**config.mk**
```make
export PLATFORM = sky130hd
export DESIGN_NAME = cobs_crc_frame_receiver
export DESIGN_NICKNAME = d
export VERILOG_FILES = /design/src/sv/ccfr_pkg.sv /design/src/sv/ccfr_ram.sv /design/src/sv/ccfr_ctrl.sv /design/src/sv/ccfr_dp.sv /design/src/sv/cobs_crc_frame_receiver.sv
export SDC_FILE = /design/constraint.sdc
export NUM_CORES = 1
export LEC_CHECK = 0
export ABC_AREA = 1
export BUFFER_PORTS_ARGS = -buffer_cell sky130_fd_sc_hd__buf_2
export CAP_MARGIN = 30
export CORE_MARGIN = 1.5
export CORE_UTILIZATION = 39
export CTS_CLUSTER_SIZE = 16
export DETAILED_ROUTE_END_ITERATION = 10
export GPL_TIMING_DRIVEN = 0
export SETUP_SLACK_MARGIN = 0.5
export SYNTH_ARGS = -nofsm -noshare
export SYNTH_HDL_FRONTEND = slang
export SYNTH_SLANG_ARGS = --single-unit
```
**constraint.sdc**
```tcl
create_clock -name clk -period 7.25 [get_ports clk]
set_input_delay 0 -clock clk [delete_from_list [all_inputs] [get_ports clk]]
set_output_delay 0 -clock clk [all_outputs]
set_load 0.02 [all_outputs]
```
**src/sv/ccfr_pkg.sv**
```systemverilog
// Shared types, constants and the CRC-16-CCITT byte step for the
// COBS/CRC frame receiver. No dependencies.
package ccfr_pkg;

    localparam int MAX_ENCODED  = 64;
    localparam int STORE_DEPTH  = 64;
    localparam int IDX_W        = 6;
    localparam int CNT_W        = 7;
    localparam int MIN_PAYLOAD  = 22;
    localparam int LEN_SAT      = 127;
    localparam int HEAD_BYTES   = 4;

    localparam logic [15:0] CRC_INIT = 16'hFFFF;
    localparam logic [15:0] CRC_POLY = 16'h1021;
    localparam logic [7:0]  VERSION_RESET = 8'd3;

    localparam logic [7:0] TYPE_A = 8'd1;
    localparam logic [7:0] TYPE_B = 8'd2;
    localparam logic [7:0] TYPE_C = 8'd3;
    localparam logic [CNT_W-1:0] LEN_TYPE_A = CNT_W'(34);
    localparam logic [CNT_W-1:0] LEN_TYPE_B = CNT_W'(32);
    localparam logic [CNT_W-1:0] LEN_TYPE_C = CNT_W'(48);

    typedef enum logic [2:0] {
        ERR_NONE      = 3'd0,
        ERR_TOO_LONG  = 3'd1,
        ERR_EMPTY     = 3'd2,
        ERR_TRUNCATED = 3'd3,
        ERR_SHORT     = 3'd4,
        ERR_CRC       = 3'd5,
        ERR_VERSION   = 3'd6,
        ERR_TYPE_SIZE = 3'd7
    } err_t;

    typedef struct packed {
        logic start;      // open a frame
        logic feed;       // decode one nonzero encoded byte
        logic latch_err;  // capture the check result
        logic idx_clear;  // restart the emit index
        logic idx_inc;    // advance the emit index
        logic rd_en;      // read payload store at the emit index
    } ccfr_cmd_t;

    typedef struct packed {
        logic byte_zero;  // incoming byte is a delimiter
        logic at_limit;   // next nonzero byte aborts the frame
        err_t err;        // check result of the closed frame
        logic last;       // emit index is on the final payload byte
    } ccfr_stat_t;

    function automatic logic [15:0] crc_byte(input logic [15:0] crc, input logic [7:0] b);
        logic [15:0] c;
        c = crc ^ {b, 8'h00};
        for (int k = 0; k < 8; k++)
        begin
            if (c[15])
                c = {c[14:0], 1'b0} ^ CRC_POLY;
            else
                c = {c[14:0], 1'b0};
        end
        return c;
    endfunction

endpackage

```
**src/sv/ccfr_ram.sv**
```systemverilog
// Generic single-write, single-read RAM with registered read data.
// No dependencies.
module ccfr_ram #(
    parameter int WIDTH = 8,
    parameter int DEPTH = 64
) (
    input  logic                     clk,
    input  logic                     we,
    input  logic [$clog2(DEPTH)-1:0] waddr,
    input  logic [WIDTH-1:0]         wdata,
    input  logic                     re,
    input  logic [$clog2(DEPTH)-1:0] raddr,
    output logic [WIDTH-1:0]         rdata
);

    logic [WIDTH-1:0] mem [DEPTH];
    logic [WIDTH-1:0] rdata_reg;

    always_ff @(posedge clk)
    begin
        if (we)
            mem[waddr] <= wdata;
        if (re)
            rdata_reg <= mem[raddr];
    end

    assign rdata = rdata_reg;

endmodule

```
**src/sv/ccfr_ctrl.sv**
```systemverilog
// Controller state machine of the frame receiver: hunt, receive, check, error report or payload emit.
// Depends on ccfr_pkg.
module ccfr_ctrl (
    input  logic                 clk,
    input  logic                 rst_n,
    input  logic                 rx_valid,
    output logic                 rx_stall,
    output logic                 out_valid,
    input  logic                 out_stall,
    input  ccfr_pkg::ccfr_stat_t stat,
    output ccfr_pkg::ccfr_cmd_t  cmd
);

    typedef enum logic [5:0] {
        S_HUNT     = 6'b000001,
        S_RECV     = 6'b000010,
        S_CHECK    = 6'b000100,
        S_ERR_OUT  = 6'b001000,
        S_EMIT_RD  = 6'b010000,
        S_EMIT_OUT = 6'b100000
    } state_t;

    state_t state_reg, state_next;
    logic   rx_take;

    assign rx_stall  = !((state_reg == S_HUNT) || (state_reg == S_RECV));
    assign rx_take   = rx_valid && !rx_stall;
    assign out_valid = (state_reg == S_ERR_OUT) || (state_reg == S_EMIT_OUT);

    always_comb
    begin
        state_next = state_reg;
        cmd        = '0;
        unique case (state_reg)
            S_HUNT:
            begin
                if (rx_take && stat.byte_zero)
                begin
                    cmd.start  = 1'b1;
                    state_next = S_RECV;
                end
            end
            S_RECV:
            begin
                if (rx_take)
                begin
                    if (stat.byte_zero)
                        state_next = S_CHECK;
                    else if (stat.at_limit)
                        state_next = S_HUNT;
                    else
                        cmd.feed = 1'b1;
                end
            end
            S_CHECK:
            begin
                cmd.latch_err = 1'b1;
                cmd.idx_clear = 1'b1;
                if (stat.err == ccfr_pkg::ERR_NONE)
                    state_next = S_EMIT_RD;
                else
                    state_next = S_ERR_OUT;
            end
            S_ERR_OUT:
            begin
                if (!out_stall)
                    state_next = S_HUNT;
            end
            S_EMIT_RD:
            begin
                cmd.rd_en  = 1'b1;
                state_next = S_EMIT_OUT;
            end
            S_EMIT_OUT:
            begin
                if (!out_stall)
                begin
                    if (stat.last)
                        state_next = S_HUNT;
                    else
                    begin
                        cmd.idx_inc = 1'b1;
                        state_next  = S_EMIT_RD;
                    end
                end
            end
            default:
            begin
                state_next = S_HUNT;
            end
        endcase
    end

    always_ff @(posedge clk or negedge rst_n)
    begin
        if (!rst_n)
            state_reg <= S_HUNT;
        else
            state_reg <= state_next;
    end

endmodule

```
**src/sv/ccfr_dp.sv**
```systemverilog
// Datapath of the frame receiver: COBS decode, CRC, payload store, checks
// and result fields. Depends on ccfr_pkg and ccfr_ram.
module ccfr_dp (
    input  logic                 clk,
    input  logic                 rst_n,
    input  logic [7:0]           rx_byte,
    input  logic                 cfg_we,
    input  logic [7:0]           cfg_wdata,
    input  ccfr_pkg::ccfr_cmd_t  cmd,
    output ccfr_pkg::ccfr_stat_t stat,
    output logic [7:0]           payload_byte,
    output logic [5:0]           byte_index,
    output logic                 last_of_run,
    output logic                 frame_ok,
    output logic [2:0]           reject_code
);

    localparam int CW = ccfr_pkg::CNT_W;
    localparam int IW = ccfr_pkg::IDX_W;

    logic [7:0]    version_reg;
    logic [CW-1:0] enc_cnt_reg, enc_cnt_next;
    logic [7:0]    group_left_reg, group_left_next;
    logic          code_ff_reg, code_ff_next;
    logic          zero_pend_reg, zero_pend_next;
    logic [CW-1:0] len_reg, len_next;
    logic [15:0]   crc_reg, crc_next;
    logic [15:0]   tail_reg, tail_next;
    logic [7:0]    head_reg [ccfr_pkg::HEAD_BYTES];
    logic [IW-1:0] idx_reg;
    ccfr_pkg::err_t err_reg, err_chk;

    logic          push;
    logic [7:0]    push_val;
    logic [7:0]    ram_rdata;
    logic          ram_we;
    logic          type_ok;

    // COBS decode of one nonzero byte
    always_comb
    begin
        enc_cnt_next    = enc_cnt_reg;
        group_left_next = group_left_reg;
        code_ff_next    = code_ff_reg;
        zero_pend_next  = zero_pend_reg;
        push            = 1'b0;
        push_val        = rx_byte;
        if (cmd.start)
        begin
            enc_cnt_next    = '0;
            group_left_next = '0;
            code_ff_next    = 1'b0;
            zero_pend_next  = 1'b0;
        end
        else if (cmd.feed)
        begin
            enc_cnt_next = enc_cnt_reg + CW'(1);
            if (group_left_reg == 8'd0)
            begin
                push            = zero_pend_reg;
                push_val        = 8'd0;
                code_ff_next    = (rx_byte == 8'hFF);
                group_left_next = rx_byte - 8'd1;
                zero_pend_next  = (rx_byte == 8'd1);
            end
            else
            begin
                push            = 1'b1;
                group_left_next = group_left_reg - 8'd1;
                zero_pend_next  = (group_left_reg == 8'd1) && !code_ff_reg;
            end
        end
    end

    // payload push: CRC trails two bytes behind, length saturates
    always_comb
    begin
        len_next  = len_reg;
        crc_next  = crc_reg;
        tail_next = tail_reg;
        if (cmd.start)
        begin
            len_next  = '0;
            crc_next  = ccfr_pkg::CRC_INIT;
            tail_next = '0;
        end
        else if (push)
        begin
            if (len_reg >= CW'(2))
                crc_next = ccfr_pkg::crc_byte(crc_reg, tail_reg[15:8]);
            tail_next = {tail_reg[7:0], push_val};
            if (len_reg < CW'(ccfr_pkg::LEN_SAT))
                len_next = len_reg + CW'(1);
        end
    end

    assign ram_we = push && (len_reg < CW'(ccfr_pkg::STORE_DEPTH));

    ccfr_ram #(
        .WIDTH (8),
        .DEPTH (ccfr_pkg::STORE_DEPTH)
    ) u_store (
        .clk   (clk),
        .we    (ram_we),
        .waddr (len_reg[IW-1:0]),
        .wdata (push_val),
        .re    (cmd.rd_en),
        .raddr (idx_reg),
        .rdata (ram_rdata)
    );

    always_ff @(posedge clk or negedge rst_n)
    begin
        if (!rst_n)
        begin
            version_reg    <= ccfr_pkg::VERSION_RESET;
            enc_cnt_reg    <= '0;
            group_left_reg <= '0;
            code_ff_reg    <= 1'b0;
            zero_pend_reg  <= 1'b0;
            len_reg        <= '0;
            crc_reg        <= ccfr_pkg::CRC_INIT;
            tail_reg       <= '0;
        end
        else
        begin
            if (cfg_we)
                version_reg <= cfg_wdata;
            enc_cnt_reg    <= enc_cnt_next;
            group_left_reg <= group_left_next;
            code_ff_reg    <= code_ff_next;
            zero_pend_reg  <= zero_pend_next;
            len_reg        <= len_next;
            crc_reg        <= crc_next;
            tail_reg       <= tail_next;
        end
    end

    // first payload bytes kept in flops for the header checks; also the latched check result and the emit index
    always_ff @(posedge clk)
    begin
        if (push && (len_reg < CW'(ccfr_pkg::HEAD_BYTES)))
            head_reg[len_reg[1:0]] <= push_val;
        if (cmd.latch_err)
            err_reg <= err_chk;
        if (cmd.idx_clear)
            idx_reg <= '0;
        else if (cmd.idx_inc)
            idx_reg <= idx_reg + IW'(1);
    end

    always_comb
    begin
        type_ok = ((head_reg[1] == ccfr_pkg::TYPE_A) && (len_reg == ccfr_pkg::LEN_TYPE_A)
                   && (head_reg[2] == 8'd1))
               || ((head_reg[1] == ccfr_pkg::TYPE_B) && (len_reg == ccfr_pkg::LEN_TYPE_B)
                   && (head_reg[2] == 8'd1))
               || ((head_reg[1] == ccfr_pkg::TYPE_C) && (len_reg == ccfr_pkg::LEN_TYPE_C)
                   && (head_reg[2] == 8'd0) && (head_reg[3] == 8'd1));
        priority if (enc_cnt_reg == '0)
            err_chk = ccfr_pkg::ERR_EMPTY;
        else if (enc_cnt_reg > CW'(ccfr_pkg::MAX_ENCODED))
            err_chk = ccfr_pkg::ERR_TOO_LONG;
        else if (group_left_reg != 8'd0)
            err_chk = ccfr_pkg::ERR_TRUNCATED;
        else if (len_reg < CW'(ccfr_pkg::MIN_PAYLOAD))
            err_chk = ccfr_pkg::ERR_SHORT;
        else if (crc_reg != {tail_reg[7:0], tail_reg[15:8]})
            err_chk = ccfr_pkg::ERR_CRC;
        else if (head_reg[0] != version_reg)
            err_chk = ccfr_pkg::ERR_VERSION;
        else if (!type_ok)
            err_chk = ccfr_pkg::ERR_TYPE_SIZE;
        else
            err_chk = ccfr_pkg::ERR_NONE;
    end

    assign stat.byte_zero = (rx_byte == 8'd0);
    assign stat.at_limit  = (enc_cnt_reg == CW'(ccfr_pkg::MAX_ENCODED + 1));
    assign stat.err       = err_chk;
    assign stat.last      = ({1'b0, idx_reg} == (len_reg - CW'(3)));

    assign frame_ok     = (err_reg == ccfr_pkg::ERR_NONE);
    assign payload_byte = frame_ok ? ram_rdata : 8'd0;
    assign byte_index   = frame_ok ? idx_reg : '0;
    assign last_of_run  = frame_ok ? stat.last : 1'b1;
    assign reject_code  = err_reg;

endmodule

```
**src/sv/cobs_crc_frame_receiver.sv**
```systemverilog
// COBS frame receiver with CRC-16-CCITT check: top level.
// After the closing zero is taken, the check state runs; then an error report is
//   offered, or the store is read and the first payload result is offered; each
//   further payload result takes a store read state and an output state, paced
//   by the single registered read port of the store.
// Throughput: 1 received byte per cycle while hunting or receiving; input is
//   stalled from the closing zero until the frame's last result is taken.
// Reset (rst_n, async, active low): hunt for an opening zero, expected_version 3.
// Depends on ccfr_pkg, ccfr_ctrl, ccfr_dp, ccfr_ram.
module cobs_crc_frame_receiver (
    input  logic       clk,
    input  logic       rst_n,
    // configuration: expected_version register
    input  logic       cfg_we,
    input  logic [7:0] cfg_wdata,
    // received byte request channel
    input  logic       rx_valid,
    output logic       rx_stall,
    input  logic [7:0] rx_byte,
    // result request channel
    output logic       out_valid,
    input  logic       out_stall,
    output logic [7:0] payload_byte,
    output logic [5:0] byte_index,
    output logic       last_of_run,
    output logic       frame_ok,
    output logic [2:0] reject_code
);

    ccfr_pkg::ccfr_cmd_t  cmd;
    ccfr_pkg::ccfr_stat_t stat;

    // Controller: sequences hunt, receive, check and result emission; holds
    // results until the downstream side takes them.
    ccfr_ctrl u_ctrl (
        .clk       (clk),
        .rst_n     (rst_n),
        .rx_valid  (rx_valid),
        .rx_stall  (rx_stall),
        .out_valid (out_valid),
        .out_stall (out_stall),
        .stat      (stat),
        .cmd       (cmd)
    );

    // Datapath: decodes COBS on the fly, runs the CRC two bytes behind the
    // decoded bytes so the trailer is excluded, stores the payload and forms results.
    ccfr_dp u_dp (
        .clk          (clk),
        .rst_n        (rst_n),
        .rx_byte      (rx_byte),
        .cfg_we       (cfg_we),
        .cfg_wdata    (cfg_wdata),
        .cmd          (cmd),
        .stat         (stat),
        .payload_byte (payload_byte),
        .byte_index   (byte_index),
        .last_of_run  (last_of_run),
        .frame_ok     (frame_ok),
        .reject_code  (reject_code)
    );

endmodule
```
---- After elaboration in Yosys (flattened, before gate mapping) ----
Memory sizes are Yosys's and may differ from the RTL's. A register that Yosys moved wholly into a read port is not among the register bits.
Cells that the tools add are included.
cells by class
  add/sub/neg operators ................... 6
  mux-type cells .......................... 88
  reductions and logical operators ........ 34
  equal/unequal tests ..................... 26
  $lt $le $gt $ge ......................... 6
  bitwise operators ....................... 9
operators by type and width
  kind                 count
  $mux 16              26
  $mux 13              8
  $mux 8               7
  $mux 6               7
  $eq 8x1->1 const B   5
  $pmux 6 s6           1
  $mux 7               5
  $logic_not 8->1      3
  $mux 1               24
  $not 3->3            8
  $eq 7x6->1 const B   3
  $mux 3               7
  $eq 8x2->1 const B   2
  $ne 16x16->1         1
  $sub 8x1->8 const B  2
  $xor 16x16->16       1
  $add 7x1->7 const B  2
  $lt 7x7->1 const B   2
  $logic_and 1x1->1    12
  $mux 5               2
  $reduce_bool 2->1    5
  $eq 8x8->1 const B   1
  $ne 8x8->1           1
  $reduce_bool 8->1    1
  24 further kinds     33
storage, ports and cells
  bits in writable memories ............... 544
  memories ................................ 2
  bits of input ports ..................... 21
  register bits after elaboration ......... 79
memory list
  memory            depth  bits a word  rd ports  clocked after Yosys merged registers in  wr ports  line            source
  u_dp.u_store.mem  64     8            1         1                                        1         ccfr_ram.sv:16  logic [WIDTH-1:0] mem [DEPTH];
  u_dp.head_reg     4      8            4         0                                        1         ccfr_dp.sv:29   logic [7:0] head_reg [ccfr_pkg::HEAD_BYTES];

---- Logic depth before layout (Yosys ltp) ----
  depth after elaboration ................. 44
  depth in mapped cells ................... 16

---- Cells and area by module ----
A second synthesis with hierarchy kept.
unflattened totals
  cells, all modules ...................... 2564
  area total of the unflattened synthesis .. 27655.3 µm²
modules (own cells, without submodules)
  module     instances  seq. area each (µm²)  cells each  area each (µm²)
  ccfr_ram   1          15615.0               1805        21419.3
  ccfr_dp    1          2795.2                691         5751.8
  ccfr_ctrl  1          151.4                 68          484.2

---- Least setup slack after synthesis ----
No wires, ideal clock.
  path type ............................... reg2reg
  from .................................... reg u_dp.enc_cnt_reg[3]
  to ...................................... mem u_dp.head_reg[0][4] (data pin)
  buffers on the path ..................... 0
  stages on the path, launching flop included .. 10
  arrival ................................. 2879 ps
  slack ................................... 3848 ps
  library setup time ...................... 523 ps
  cells stage by stage .................... dfrtp_1 > inv_1 > nand2_1 > nor3_1 > nand3_1 > nand2_2 > nor2_8 > inv_2 > nor2_2 > nor2_1
on the way
  longest elaborated chain between the ends .. 7
RTL lines
  what                        line             source
  start, declared             ccfr_dp.sv:22    logic [CW-1:0] enc_cnt_reg, enc_cnt_next;
  start signal, assigned      ccfr_dp.sv:129   enc_cnt_reg <= enc_cnt_next;
  $eq 7x7->1                  ccfr_dp.sv:179   assign stat.at_limit = (enc_cnt_reg == CW'(ccfr_pkg::MAX_ENCODED + 1));
  $mux 1                      ccfr_ctrl.sv:49  else if (stat.at_limit)
  $mux 1                      ccfr_ctrl.sv:47  if (stat.byte_zero)
  $mux 1                      ccfr_ctrl.sv:45  if (rx_take)
  $mux 1                      ccfr_ctrl.sv:34  unique case (state_reg)
  $mux 8                      ccfr_dp.sv:55    else if (cmd.feed)
  $mux 8                      ccfr_dp.sv:48    if (cmd.start)
  named net u_dp.push_val[4]  ccfr_dp.sv:34    logic [7:0] push_val;
  end, declared               ccfr_dp.sv:29
The timed path passes the listed nets, and every way through them passes these cells.

==> impl_metrics.csv <==
group,metric,value,unit
timing,hold_viol,0,
yosys,yosysWarnings,0,
placed_design,dp_hpwl,56.5,mm
floorplanning,io_pins,42,
timing,drv_slew,0,
worst_setup_path,reg2reg_depth,8,
yosys,synth_commonest_cells,"555 x edfxtp_1, 412 x nor2_1, 302 x o21ai_0",
yosys,netlist_instances,2293,
timing,tightest_slew,1.04,ns
routing,ant_nets,0,
layout,fin_cells,3393,
job,maxCapViolCount,0,
layout,drive_gt1_frac,0.0988,
worst_setup_path,r2r_start,"u_dp.idx_reg[1]",
power,p_leak,0.0108,uW
worst_hold_path,hp-class,"input pin to asynchronous set/reset pin",
global_routing,grt_max_degree,45,
worst_setup_path,endpoint,"u_dp.u_store.rdata[1]",
clock_tree,clk_latency,0.63,ns
worst_setup_path,critPathMaxFanout,11,
yosys,synthTopCellsByArea,"edfxtp_1 63%, nor2_1 5.8%, o21ai_0 5.7%, dfrtp_1 4.8%, nand2_1 3.7%",
yosys,synth_top_area_frac,0.626,
global_routing,first_global_vias,18700,
clock_tree,cts_root_buf,"clkbuf_16",
placed_design,dp.cells,3222,
timing,fin_crit_sh,0.463,
placed_design,numPortBuffers,41,
yosys,yosysSeqAreaShare,0.698,
routing,vias_per_cell,5.77,
clock_tree,cts_tree,"done",
global_routing,grt.total_usage,0.245,
power,power,9010,uW
timing,setup_viol,0,
worst_setup_path,timing.rr.end,"u_dp.u_store.rdata[1]",
worst_setup_path,crit_path_start,"u_dp.idx_reg[1]",
power,ir_drop,0.184,mV
routing,drtIter0Drc,2455,
layout,final_nets,2502,
routing,drcViolationCount,0,
timing,period_minus_slack,3.35,ns
routing,drtPass1Iterations,6,
worst_setup_path,critical_path.endpoint_type,"flip-flop",
clock_tree,cts-htree-levels,3,
layout,utilization,0.458,
worst_setup_path,critPathRequiredTime,7.69,ns
routing,num_vias,19600,
routing,avgRoutedWirePerCell,25.4,um
layout,area_growth,15.9,%
floorplanning,core_area,67400,um2
worst_setup_path,arrival,3.80,ns
yosys,ys_types,49,
worst_setup_path,crit_path_start_kind,"flip-flop",
placed_design,gp_congestion,0.960,
clock_tree,cts_buffers,68,
yosys,syn_nets,2327,
clock_tree,cts_max_path_buffers,3,
worst_setup_path,worstSetupPathType,"flip-flop to flip-flop",
yosys,synth_area,26600,um2
timing,rsz0062_at_grt,"false",
yosys,syn_avg_cell_area,11.6,um2
clock_tree,cts.sinks,631,
yosys,synth_largest_area_cell,"edfxtp_1",
yosys,synth-async-reset-ratio,0.111,
floorplanning,fp.dieH,264,um
placed_design,dpl_worst_slack,4.11,ns
clock_tree,clkTransAtPathRegs,0.06,ns
floorplanning,fp-row-count,95,
yosys,yosysMostFrequentCell,"edfxtp_1",
timing,max_freq,298,MHz
yosys,ys.flop_type,"edfxtp_1",
timing,worst_slack,3.90,ns
worst_setup_path,r2r_setup_slack,3.90,ns
layout,largest_register_ffs,512,
floorplanning,fp.dieW,264,um
timing,maxSlewHeadroom,0.309,
yosys,ys_seq_elements,631,
timing,finClkSkew,0.0347,ns
run_status,status,"finished clean",
global_routing,grt_antenna_before_repair,1,
global_routing,grt-ovfl-total,0,
clock_tree,cts_setup_buffers,0,
global_routing,grt_pass1_wl,124,mm
routing,routed_wl,86.2,mm
floorplanning,dieArea,69800,um2
floorplanning,start_util,0.395,
yosys,synth-edff-count,555,
timing,fin_setup_tns,0,ns
power,p_per_area,292,nW/um2
layout,fillCellCount,6080,
==> power by group <==
part | total (uW) | switching [uW] | leakage (uW) | internal [uW]
registers | 4290 | 133 | 0.00585 | 4160
clock network | 3400 | 1450 | 0.00103 | 1960
logic | 1320 | 878 | 0.00397 | 438
==> cell type report <==
class,instances,area (um2),area share
Antenna cell,1,2.50,0.0000811
Buffer,119,500,0.0162
Clock buffer,87,1810,0.0588
Clock inverter,34,324,0.0105
Inverter,147,557,0.0180
Multi-Input combinational cell,1396,7070,0.229
Sequential cell,631,18600,0.602
Tap cell,873,1090,0.0354
Timing Repair Buffer,105,928,0.0301
==> routing by layer <==
metal,part of all wire,track usage,vias to the layer above
met3,0.12,0.0720,222
met4,0.042,0.0971,0
met1,0.39,0.326,9546
met5,0,0,-
met2,0.45,0.377,1224
li1,-,-,8569
==> worst min path at each step <==
stage	start	cells past startpoint	end
5_1_grt	rst_n	2	u_dp.crc_reg[14]
6_report	rst_n	2	u_dp.crc_reg[10]
2_1_floorplan	rst_n	0	u_ctrl.state_reg[1]
4_1_cts	cfg_we	3	u_dp.version_reg[6]
3_5_place_dp	rst_n	1	u_dp.group_left_reg[5]
3_3_place_gp	cfg_wdata[5]	3	u_dp.version_reg[5]
==> metrics by stage <==
stage,hold slack [ns],area [um2]
2_1_floorplan,-0.296,26600
6_report,0.0423,30800
3_5_place_dp,-0.0487,28200
3_3_place_gp,0.208,27900
4_1_cts,0.0185,30800
5_1_grt,0.0602,30800
==> kinds of logic (layout without fill, tap and decap cells) <==
family,Yosys count,count (layout),share of synthesized area
simple gates,832,832,0.133
flops,631,631,0.698
compound gates,519,519,0.112
buf+inv,266,492,0.0397
xor+xnor,31,31,0.0102
fa+ha+maj,13,13,0.00611
mux,1,1,0.000423
other cells,0,1,0
==> repair_timing <==
| action | 4_1_cts | 5_1_grt |
|---|---|---|
| resized for setup | 0 | 0 |
| endpoints found under the hold margin | 114 | 0 |
| hold buffers | 43 | 0 |
==> critical path, cell delays in order, from the launching register on <==
cell	delay (ns)
dfxtp_1	0.44
clkbuf_1	0.47
clkbuf_1	0.81
o21ai_0	0.28
o221ai_1	0.48
nand3_1	0.31
nand4_1	0.16
nand3_1	0.09
nand2_1	0.15
==> layout by cell type, fill, tap and decap left out, types with 17 or more instances in the layout <==
master	n
edfxtp_1	555
nor2_1	404
o21ai_0	302
nand2_1	262
inv_1	130
clkbuf_1	107
o22ai_1	95
nand3_1	80
clkbuf_16	69
buf_2	57
dfrtp_1	51
o221ai_1	48
dlygate4sd3_1	43
nand4_1	33
a21oi_1	28
clkinv_1	20
dfstp_2	19
o211ai_1	17
Note: power is estimated with default switching activity, not from simulation.
